===== src/hw/rtl/pse_pkg.sv =====
// ----------------------------------------------------------------------------
// pse_pkg
// Shared types and constants for the postfix stack evaluator.
// ----------------------------------------------------------------------------
package pse_pkg;

   localparam int STACK_DEPTH = 64;
   localparam int WORD_W      = 32;
   localparam int COUNT_W     = $clog2(STACK_DEPTH + 1);
   localparam int DEPTH_W     = 7;
   localparam int RSP_DATA_W  = ((WORD_W + DEPTH_W + 7) / 8) * 8;

   typedef logic [WORD_W-1:0]  word_type;
   typedef logic [COUNT_W-1:0] count_type;
   typedef logic [DEPTH_W-1:0] depth_type;

   typedef enum logic [1:0] {
      OP_PUSH = 2'd0,
      OP_ADD  = 2'd1,
      OP_SUB  = 2'd2,
      OP_MUL  = 2'd3
   } opcode_type;

   typedef enum logic [1:0] {
      ST_OK        = 2'd0,
      ST_UNDERFLOW = 2'd1,
      ST_OVERFLOW  = 2'd2
   } status_type;

   // per-cell shift control
   typedef struct packed {
      logic take_prev;   // load from the neighbour nearer the top
      logic take_next;   // load from the neighbour further down
   } cell_ctrl_type;

endpackage


===== src/hw/rtl/pse_cell.sv =====
// ----------------------------------------------------------------------------
// pse_cell
// One stack entry; shifts down on push and up on pop.
// ----------------------------------------------------------------------------
module pse_cell (
   input  logic                   clock,
   input  pse_pkg::cell_ctrl_type ctrl,
   input  pse_pkg::word_type      prev_data,
   input  pse_pkg::word_type      next_data,
   output pse_pkg::word_type      data
);
   import pse_pkg::*;

   word_type data_ff;
   word_type data_in;

   always_comb begin
      if (ctrl.take_prev) begin
         data_in = prev_data;
      end else if (ctrl.take_next) begin
         data_in = next_data;
      end else begin
         data_in = data_ff;
      end
   end

   always_ff @(posedge clock) begin
      data_ff <= data_in;
   end

   assign data = data_ff;

endmodule


===== config.mk =====
export PLATFORM = sky130hd
export DESIGN_NAME = pse_cell
export DESIGN_NICKNAME = d
export VERILOG_FILES = /design/src/hw/rtl/pse_pkg.sv /design/src/hw/rtl/pse_cell.sv
export SDC_FILE = /design/constraint.sdc
export NUM_CORES = 1
export LEC_CHECK = 0
export ABC_AREA = 1
export ABC_CLOCK_PERIOD_IN_PS = 3400
export BUFFER_PORTS_ARGS = -buffer_cell sky130_fd_sc_hd__buf_2
export CORE_MARGIN = 3
export CORE_UTILIZATION = 43
export DETAILED_ROUTE_END_ITERATION = 7
export GPL_TIMING_DRIVEN = 0
export PLACE_DENSITY = 0.84
export SETUP_SLACK_MARGIN = 0.02
export SYNTH_ARGS = -nofsm -noshare
export SYNTH_HDL_FRONTEND = slang
export SYNTH_SLANG_ARGS = --single-unit
export TNS_END_PERCENT = 50

===== constraint.sdc =====
create_clock -name clock -period 3.4 [get_ports clock]
set_input_delay 0.34 -clock clock [delete_from_list [all_inputs] [get_ports clock]]
set_output_delay 0.34 -clock clock [all_outputs]
set_load 0.02 [all_outputs]

### Word-level counts from Yosys, hierarchy flattened

Cells that the tools add are included.
Widths: inputs -> output; s select.

* register bits after elaboration: 32
* bits of input ports: 67
* logic and storage cells: 4

* muxes and demuxes: 2
* reduce and logical (&&, ||, !) cells: 1

Operators with widths (number)
* $mux 32: 2
* $reduce_bool 2->1: 1

### Logic depth before layout (Yosys ltp)

* depth in word-level cells: 2
* depth in mapped cells: 5

### Worst setup path before layout

Ideal clock, no wire load.

* path type: input port to flip-flop
* start: input ctrl[1] (netlist name)
* end: register data_ff[0], in the netlist data[0], enable pin
* setup time: 0.329 ns
* arrival: 0.971 ns
* data required time: 3.071 ns
* slack: 2.100 ns
* stages: 2
* cell sequence: buf_6 -> or2_2

* word-level cells in the longest chain between the ends: 1

Ends and longest elaborated chain
* from (decl): RTL line pse_cell.sv:7 `input pse_pkg::cell_ctrl_type ctrl,`
* $reduce_bool 2->1 (no line)
* to (signal assigned): RTL line pse_cell.sv:28 `data_ff <= data_in;`
* to (decl): RTL line pse_cell.sv:14 `word_type data_ff;`

Every way passes these cells.
A chain may end at the register's enable or synchronous reset.

### Worst setup path in the final report

* start: register data_ff[21], in the netlist data[21]
* end: output data[21]

RTL lines
* to (decl): RTL line pse_cell.sv:10 `output pse_pkg::word_type data`

No word-level cell between the ends.

==> key figures <==
Yosys
  • Post-Syn Area per Cell: 10.2 um^2
  • Synth warn: 0
  • Gate count after technology mapping: 137
  • Cell variety after synth: 6
  • Post-synth net total: 204
  • Register bit total from synthesis: 32
  • Post-Syn Area: 1400 um^2
  • Seq/Total Area, Yosys: 68.6%

Clock network
  • Clock root buffer: clkbuf_4
  • Post-CTS setup buffer count: 0
  • H-tree depth: 2
  • CTS resizes: 0
  • CTS tree: done
  • Total CTS buffers: 5
  • Clk buf depth: 2
  • Clock-pin slew on the worst setup and hold paths: 100 ps
  • Clock sinks: 32
  • Hold_buf cts: 0

Cells and area
  • P&R area growth vs syn: 43.9%
  • Number of flip-flops under the largest register name: 32
  • Final Core Density: 65.5%
  • N_diodes: 0
  • Layout cells sized above 1: 46.3%
  • # nets final: 308
  • Layout Cells excl Fill: 286

Route
  • DR vias: 1232
  • Routed WL: 3150 um
  • DRT iter0 DRCs: 34
  • Routed len/inst: 11.0 um
  • Post-route ant nets: 0
  • Vias/cell: 4.31
  • Drt pass-1 iters: 4
  • DR DRC count: 0

STA
  • Final Hold Fails: 0
  • Max Fclk: 814 MHz
  • Slew Viols, Final: 0
  • Period utilisation layout: 36.1%
  • Slew margin rel.: 52.3%
  • Tmin final: 1230 ps
  • Endpoints failing setup: 0
  • RSZ-0062 raised after global routing: no
  • Setup_tns: 0 ps
  • Worst-Margin Slew: 716 ps

Min path
  • Worst min path class: in -> reg

Setup path
  • Arr. time, crit path: 890 ps
  • Critical path type: reg -> out
  • CP required: 3060 ps
  • CP endpoint kind: output port
  • Crit path largest cell delay: 400 ps
  • Critical Path Slowest Stage Cell: edfxtp_1
  • Buf+Inv Stages, Crit Path: 1
  • Worst-path fanout max: 1
  • Cell class contributing the biggest share of worst-path delay: flip-flops
  • CP cell instances: buf_2
  • Setup crit start kind: register

Floorplanning
  • Die Width: 63.1 um
  • # rows: 20
  • Starting Density: 45.5%
  • Core area: 3080 um^2
  • Die Ht: 63.1 um
  • I/O Pins: 99
  • Die area: 3980 um^2

Global route
  • Grt ovf: 0
  • Vias in the first global route: 1192
  • Largest net degree at the start of global routing: 33
  • GRT Total Usage: 16.9%
  • First-pass GRT wire length: 5060 um
  • Antenna violations before repair: 0

Pwr
  • Lkg Pwr: 0.00108 uW
  • Sequential share of power: 51.6%
  • Clock Power Share: 28.5%
  • Internal power: 708 uW
  • Total power: 955 uW
  • Cell Pwr Density: 474 nW/um^2
  • Max VDD drop: 0.250 mV
  • Gate power share: 19.9%
  • Psw: 247 uW
  • Switch share: 25.8%

Placement
  • Placed insts: 278
  • Post-DP HPWL: 2470 um
  • Routability cong.: 0.810
  • Port Buf Inserts: 97

Run
  • Maxcap violations: 0

Run status
  • Status: finished, final reports clean
[power by group through the flow]
stage	Clock [uW]	Sequential, uW	Combinational [uW]
global placement	0	500	190
global route	297	497	208
floorplan	0	562	46.9
CTS	279	493	193
detailed placement	0	502	193
finish	273	492	190
[stage by stage]
step                      worst slack [ps]  cell area, um^2  hold WS, ps
final                                 2170             2020          271
after global routing                  2120             2020          248
after CTS                             2150             2020          254
after detailed placement              1950             1940          608
after global placement                1970             1940          604
after floorplan                       2100             1400          519
[routing by layer]
| metal | wire [um] | share of wire, % | track usage [%] | vias to the layer above |
|---|---|---|---|---|
| li1 | - | - | - | 644 |
| met1 | 1120 | 36 | 15.7 | 517 |
| met2 | 1590 | 50 | 29.9 | 63 |
| met3 | 366 | 12 | 8.91 | 8 |
| met4 | 76 | 2.4 | 8.54 | 0 |
| met5 | 0 | 0 | 0 | - |
[path summary, 6_finish.rpt]
path | startpoint | end | slack (ps) | cells past startpoint
hold / removal | next_data[31] | data[31] | 270 | 3
setup / recovery | data[21] | data[21] | 2170 | 1
[Yosys cell counts, drive strengths merged]
master,n,area (um^2)
nand2,96,360
inv,1,6.26
or2,1,6.26
buf,7,67.6
edfxtp,32,961
[logic make-up (layout without fill, tap and decap cells)]
group	after synthesis	after routing	synth area share, %
buf+inv	8	113	5.27
simple gates	97	97	26.2
flops	32	32	68.6
[cell usage in the layout, fill, tap and decap left out]
cell / count
buf_2: 97
nand2_1: 96
edfxtp_1: 32
clkbuf_4: 5
buf_6: 4
buf_4: 3
clkinv_1: 2
inv_4: 1
or2_2: 1
bufinv_16: 1
[cell type report]
cell class | count | area, um^2
sequential | 32 | 961
clock inverter | 3 | 37.5
multi-input combinational | 97 | 367
clock buffer | 5 | 37.5
timing repair buffer | 97 | 485
fill | 270 | 1060
tap | 44 | 55.1
buffer | 7 | 67.6
inverter | 1 | 6.26
Note: power is estimated with default switching activity, not from simulation.
