**config.mk**
```make
export PLATFORM = sky130hd
export DESIGN_NAME = pse_alu
export DESIGN_NICKNAME = d
export VERILOG_FILES = /design/src/hw/rtl/pse_pkg.sv /design/src/hw/rtl/pse_alu.sv
export SDC_FILE = /design/constraint.sdc
export NUM_CORES = 1
export LEC_CHECK = 0
export BUFFER_PORTS_ARGS = -buffer_cell sky130_fd_sc_hd__buf_2
export CAP_MARGIN = 15
export CORE_MARGIN = 4
export CORE_UTILIZATION = 40
export DETAILED_ROUTE_END_ITERATION = 6
export PLACE_DENSITY = 0.66
export SETUP_SLACK_MARGIN = 0.5
export SLEW_MARGIN = 20
export SYNTH_ARGS = -nofsm -noshare
export SYNTH_HDL_FRONTEND = slang
export SYNTH_SLANG_ARGS = --single-unit
```
**constraint.sdc**
```tcl
create_clock -name vclk -period 9
set_clock_uncertainty 0.15 [all_clocks]
set_input_delay 1.35 -clock vclk [all_inputs]
set_output_delay 1.35 -clock vclk [all_outputs]
set_load 0.03 [all_outputs]
```
**src/hw/rtl/pse_pkg.sv**
```systemverilog
// ----------------------------------------------------------------------------
// pse_pkg
// Shared types and constants for the postfix stack evaluator.
// ----------------------------------------------------------------------------
package pse_pkg;

   localparam int STACK_DEPTH = 64;
   localparam int WORD_W      = 32;
   localparam int COUNT_W     = $clog2(STACK_DEPTH + 1);
   localparam int DEPTH_W     = 7;
   localparam int RSP_DATA_W  = ((WORD_W + DEPTH_W + 7) / 8) * 8;

   typedef logic [WORD_W-1:0]  word_type;
   typedef logic [COUNT_W-1:0] count_type;
   typedef logic [DEPTH_W-1:0] depth_type;

   typedef enum logic [1:0] {
      OP_PUSH = 2'd0,
      OP_ADD  = 2'd1,
      OP_SUB  = 2'd2,
      OP_MUL  = 2'd3
   } opcode_type;

   typedef enum logic [1:0] {
      ST_OK        = 2'd0,
      ST_UNDERFLOW = 2'd1,
      ST_OVERFLOW  = 2'd2
   } status_type;

   // per-cell shift control
   typedef struct packed {
      logic take_prev;   // load from the neighbour nearer the top
      logic take_next;   // load from the neighbour further down
   } cell_ctrl_type;

endpackage

```
**src/hw/rtl/pse_alu.sv**
```systemverilog
// ----------------------------------------------------------------------------
// pse_alu
// Wrapping 32-bit add, subtract and multiply of the two top entries.
// ----------------------------------------------------------------------------
module pse_alu (
   input  pse_pkg::opcode_type opcode,
   input  pse_pkg::word_type   first,
   input  pse_pkg::word_type   second,
   output pse_pkg::word_type   result
);
   import pse_pkg::*;

   always_comb begin
      case (opcode)
         OP_ADD:  result = first + second;
         OP_SUB:  result = first - second;
         OP_MUL:  result = first * second;
         default: result = second;
      endcase
   end

endmodule

```
After elaboration in Yosys (flattened, before gate mapping)

Cells that the tools add are included.

Bits of input ports: 66
Output and inout port bits: 32
Memories: 0
Bits in writable memories: 0
Bits in read-only memories: 0
Latch bits: 0
Bits in registers: 0

Add/subtract/negate cells: 2
Bitwise operators: 0
Order comparisons: 0
Multiply operators: 1
Muxes and demuxes: 1
Divide/modulo/power cells: 0
Reduce and logical (&&, ||, !) cells: 0
Equal/unequal tests: 3
Shift-type cells: 0

Operators by type and width:

| kind               | count |
|---|---|
| $pmux 32 s3        | 1 |
| $add 32x32->32     | 1 |
| $mul 32x32->32     | 1 |
| $sub 32x32->32     | 1 |
| $eq 2x2->1 const B | 2 |
| $eq 2x1->1 const B | 1 |

Longest topological paths before layout

Gate-level depths: netlist of the first run.

Depth after elaboration: 2
Gate-level depth with buffers: 27

Least setup slack after synthesis of the first run

OpenSTA, ideal clock, no wires.

Path type: input-to-output
From: input second[5]
To: output result[26]
Path buffers: 2
Arrival: 8102 ps
Slack: -602 ps
Cell stages on the path: 24
Cell sequence: clkbuf_1 clkbuf_1 and2_1 fa_1 fa_1 fa_1 inv_1 fa_1 inv_1 fa_1 inv_1 fa_1 inv_1 fa_1 fa_1 ha_1 nand3_1 nand2b_1 o311ai_1 a21oi_1 o21bai_1 xor2_1 a22oi_1 o21ai_0

Longest elaborated chain between the ends: 2

RTL lines:

| what                                   | RTL line      | text |
|---|---|---|
| start: declaration                     | pse_alu.sv:8  | `input pse_pkg::word_type second,` |
| $mul 32x32->32 (tied with other cells) | pse_alu.sv:17 | `OP_MUL: result = first * second;` |
| $pmux 32 s3 *                          | pse_alu.sv:14 | `case (opcode)` |
| end: declaration                       | pse_alu.sv:9  | `output pse_pkg::word_type result` |

Every way passes the cells marked *; elsewhere a longest branch is shown, timed or not.

Worst setup path after layout of the first run

From: input second[3]
To: output result[30]

The elaborated chain is that of the path after synthesis.

==> results.toml, run 1 <==
[run_status]
status = "finished with violations"
violations = "negative setup slack"

[critical_path]
worst-endpoint-required_ns = 7.50
worst-path-max-fanout = 12
cp-end-kind = "output port"
crit_arrival_ns = 7.94
crit_type = "in2out"
worst_setup_path_start_kind = "input port"
cp-startpoint = "second[3]"

[cells_and_area]
fin_nets = 2986
nFillCells = 4248
area_growth_pct = 22.17
finalNonFillerCells = 2950
seq_cells = 0
n_antenna_cell = 0
clockBufferCount = 0
drive_gt1_share_pct = 20.34
seq_area_um2 = 0

[routing]
via_count = 15699
dr.pass1.iters = 5
top_layer = "met4"
routedWlPerCell_um = 20.81
drt_iter0_markers = 1084
wl_met1_um = 25230
drt-total-wl_um = 61380
wl_met3_um = 4986
viasPerCell = 5.322
post-route-drc-count = 0
ant_nets = 0
wl_met2_um = 28000

[synth]
ys_types = 62
seq_area_frac_synth_pct = 0
syn_area_um2 = 18370
syn_inst = 2142
synth_nets = 2776
synth.avg_cell_area_um2 = 8.577
synth_warnings = 0

[global_route]
grt.overflow.total = 0
grt_use_total_pct = 24.72
grt_antenna_before_repair = 0
grt_pass1_wl_um = 96160
grt_pass1_vias = 16950
grt_max_degree = 64

[hold_path]
hold_start = "second[31]"
hold_class = "in2out"

[timing]
hold_viol_final = 0
finalWorstSetupSlack_ns = -0.4440
period_minus_slack_ns = 9.444
setup_viol = 16
fmax_ghz = 0.1059
slew_headroom_pct = 46.92
drv_slew = 0
rsz0062_at_grt = "yes"
min_period_over_period_pct = 104.9
tightest_slew_ns = 0.7962

[floorplanning]
pin_count = 98
die_h_um = 222.3
coreArea_um2 = 45380
dieArea_um2 = 49420
start_util_pct = 40.49
num_rows = 78
die_w_um = 222.3

[place]
dp.cells = 2926
place.gp.congestion = 0.9878
dpl.hpwl_um = 51000
port_buffers = 98

[run]
cap_violations = 0
-- critical path, cell delays in order --
cell	delay [ns]
buf_6	0.18
buf_4	0.19
nand2_1	0.08
fa_1	0.52
inv_1	0.06
fa_1	0.50
inv_1	0.06
fa_1	0.50
fa_1	0.56
inv_1	0.05
fa_1	0.48
fa_1	0.52
fa_1	0.55
fa_1	0.42
ha_1	0.29
a21o_1	0.21
a21oi_2	0.11
nor2b_1	0.08
or4_4	0.44
o22ai_4	0.14
xnor2_2	0.12
a221o_2	0.36
buf_6	0.14
-- kinds of logic after synthesis --
kind of cell | synth area share (%)
multiplexers | 0.1703
buffers and inverters | 10.69
XOR/XNOR | 6.715
AO/OA/AOI/OAI | 8.118
adder cells (fa/ha/maj) | 55.39
AND/OR/NAND/NOR | 18.92
-- timing repair --
item,CTS,global route
pin swaps,101,51
resized for setup,214,72
cloned,2,0
endpoints found under the hold margin,0,0
setup endpoints to repair,22,22
hold buffers,0,0
setup buffers,17,5
-- worst paths after layout --
check                   endpoint  depth (start not counted)
worst max-delay path  result[30]                         23
worst min-delay path  result[31]                          4
-- layer usage --
metal	global-route usage (%)	up-vias
met5	0	-
met2	39.63	691
met1	33.71	7968
met3	3.977	142
met4	9.844	0
li1	-	6898
-- cells in the mapped netlist (3+ instances only) --
| master | number | share of area [%] |
|---|---|---|
| xor2_1 | 23 | 1.1 |
| and3_1 | 4 | 0.14 |
| xnor2_1 | 116 | 5.5 |
| nor3b_1 | 3 | 0.12 |
| o221ai_1 | 3 | 0.14 |
| a221oi_1 | 12 | 0.57 |
| a22oi_1 | 8 | 0.33 |
| nand2_1 | 261 | 5.3 |
| ha_1 | 159 | 11 |
| nor4_1 | 4 | 0.14 |
| o21ai_0 | 40 | 1.1 |
| o31ai_1 | 3 | 0.12 |
| and2_1 | 304 | 10 |
| o21bai_1 | 4 | 0.16 |
| nand3_1 | 10 | 0.27 |
| inv_1 | 402 | 8.2 |
| o21a_1 | 9 | 0.37 |
| a31o_2 | 3 | 0.14 |
| buf_1 | 8 | 0.16 |
| a211oi_1 | 3 | 0.12 |
| clkbuf_1 | 112 | 2.3 |
| o211ai_1 | 3 | 0.12 |
| a31oi_1 | 11 | 0.37 |
| a211o_1 | 4 | 0.19 |
| nand4_1 | 3 | 0.10 |
| nor2b_1 | 9 | 0.31 |
| nor2_1 | 43 | 0.88 |
| a21boi_0 | 4 | 0.16 |
| a21oi_1 | 74 | 2.0 |
| or3_1 | 3 | 0.10 |
| nor3_1 | 15 | 0.41 |
| a21o_1 | 28 | 1.1 |
| fa_1 | 409 | 45 |
| nand2b_1 | 9 | 0.31 |
-- layout by cell type (no fill, tap or decap), drive strengths merged, types with 3 or more instances in the layout --
cell type	instances
xnor2	117
nand2	261
a22oi	8
nor3b	3
nand2b	9
a21oi	75
a211o	4
xor2	23
inv	403
o21ai	40
buf	325
a21boi	4
a221oi	12
o21bai	4
o221ai	4
and3	4
o211ai	3
o31ai	3
nor3	15
a211oi	3
a21o	28
nand3	10
a31o	4
nor2b	9
nand4	3
ha	159
or3	3
a31oi	11
nor4	4
fa	409
nor2	43
and2	304
o21a	9
-- layout make-up --
type	count	area, um^2	area share (%)
inverters	403	1513	6.739
multi-input cells	1619	17220	76.70
well taps	600	750.7	3.345
repair buffers	328	2965	13.21
-- through the flow --
| step | utilization, % | setup slack (ns) | area [um^2] | hold slack [ns] | TNS [ns] |
|---|---|---|---|---|---|
| 2_1_floorplan | - | -0.1911 | 18870 | 2.737 | -0.4569 |
| 3_3_place_gp | 46.43 | -0.7079 | 21070 | 2.997 | -7.260 |
| 3_5_place_dp | 46.43 | -0.7359 | 21070 | 3.003 | -8.431 |
| 5_1_grt | 49.46 | -0.6255 | 22450 | 2.973 | -6.754 |
| 6_report | 49.46 | -0.4440 | 22450 | 2.955 | -3.626 |
| 4_1_cts | 48.68 | -0.4017 | 22090 | 2.951 | -3.166 |
Power of run 1 is left out: the tool's default activity adds up to more than one toggle a clock period on the data nets, which glitch-free logic cannot reach.
==> run 2, diff against run 1 <==
- CORE_ASPECT_RATIO: unset -> 1.4
==> results.toml, run 2 (same netlist as run 1, synthesis figures left out) <==
[run_status]
status = "finished with violations"
violations = "negative setup slack"

[cells_and_area]
fin_area_um2 = 22250
clockBufferCount = 0
area_growth_pct = 21.09
drive_gt1_share_pct = 20.46
fin_util_pct = 49.18
layout_common_cells = "inv_1, fa_1, and2_1"
multi_input_area_um2 = 17200
seq_cells = 0
fin_nets = 2987
final_common_cell = "inv_1"
finalNonFillerCells = 2965
nFillCells = 4274
seq_area_um2 = 0

[routing]
via_count = 15609
routedWlPerCell_um = 20.80
dr.pass1.iters = 5
drt-total-wl_um = 61680
ant_nets = 0
viasPerCell = 5.264
post-route-drc-count = 0
drt_iter0_markers = 925

[timing]
rsz0062_at_grt = "yes"
tightest_slew_ns = 0.7629
min_period_over_period_pct = 104.1
slew_headroom_pct = 49.14
fmax_ghz = 0.1067
setup_viol = 17
finalWorstSetupSlack_ns = -0.3713
hold_viol_final = 0
period_minus_slack_ns = 9.371
drv_slew = 0

[run]
cap_violations = 0

[floorplanning]
die_h_um = 261.6
die_w_um = 189.1
start_util_pct = 40.61
dieArea_um2 = 49470
num_rows = 92
pin_count = 98
coreArea_um2 = 45240

[critical_path]
worst-endpoint-required_ns = 7.50
worst-path-max-fanout = 9
crit_type = "in2out"
worst_setup_path_start_kind = "input port"
cp-end-kind = "output port"
crit_arrival_ns = 7.87

[global_route]
grt_antenna_before_repair = 3
grt.overflow.total = 0
grt_max_degree = 64
grt_use_total_pct = 25.12
grt_pass1_vias = 17438
grt_pass1_wl_um = 96140

[place]
dpl.hpwl_um = 52410
place.gp.congestion = 0.9837
dp.cells = 2944
placed_cell_area_um2 = 21150
port_buffers = 98

[hold_path]
hold_class = "in2out"
[run 2: cell types whose count changed in the layout (fill, tap and decap cells not counted), sizes merged]
| cell | previous run | this run |
|---|---|---|
| buf | 325 | 326 |
| bufbuf | 2 | 0 |
| clkbuf | 1 | 3 |
| diode | 0 | 3 |
[run 2: worst paths after layout]
check / startpoint / end / slack, ns / depth (start not counted)
max: second[5] / result[30] / -0.37 / 23
min: second[31] / result[31] / 2.94 / 4
[run 2: layer usage]
layer	routed length [um]	global-route usage (%)	up-vias	share of wire, %
met5	0	0	-	0
met4	4375	12.94	0	7.1
met3	3627	2.440	191	5.9
met2	32050	46.66	548	52
met1	21630	28.58	7965	35
li1	-	-	6905	-
[run 2: critical path, cell delays in order]
cell and delay, ns:
buf_12 0.12, buf_12 0.12, buf_4 0.12, buf_4 0.15, and2_1 0.18, fa_1 0.55
fa_1 0.46, fa_1 0.52, inv_1 0.05, fa_1 0.47, inv_1 0.05, fa_1 0.50
fa_1 0.58, fa_1 0.43, fa_1 0.47, ha_1 0.33, a21oi_2 0.14, nor2b_1 0.07
or4_1 0.41, o22ai_2 0.17, xnor2_2 0.11, a221o_2 0.36, buf_6 0.15
[run 2: cell type report]
| cell class | count | share of cell area [%] |
|---|---|---|
| diodes | 3 | 0.03374 |
| repair buffers | 329 | 12.40 |
| well taps | 611 | 3.436 |
| inverters | 403 | 6.799 |
| multi-input cells | 1619 | 77.33 |
[run 2: repair_timing]
item | in CTS | in global routing
endpoints found under the setup margin | 22 | 22
cloned | 0 | 1
pin swaps | 94 | 67
gates resized for setup | 158 | 74
buffers inserted | 13 | 4
hold buffers | 0 | 0
[run 2: through the flow]
| step | TNS, ns | hold WS (ns) | setup slack (ns) |
|---|---|---|---|
| floorplan | -0.4569 | 2.737 | -0.1911 |
| global placement | -7.483 | 2.977 | -0.6534 |
| detailed placement | -8.503 | 2.970 | -0.7119 |
| CTS | -4.052 | 2.919 | -0.4400 |
| global route | -6.753 | 2.962 | -0.5341 |
| finish | -3.854 | 2.938 | -0.3713 |
Power of run 2 is left out for the same reason.
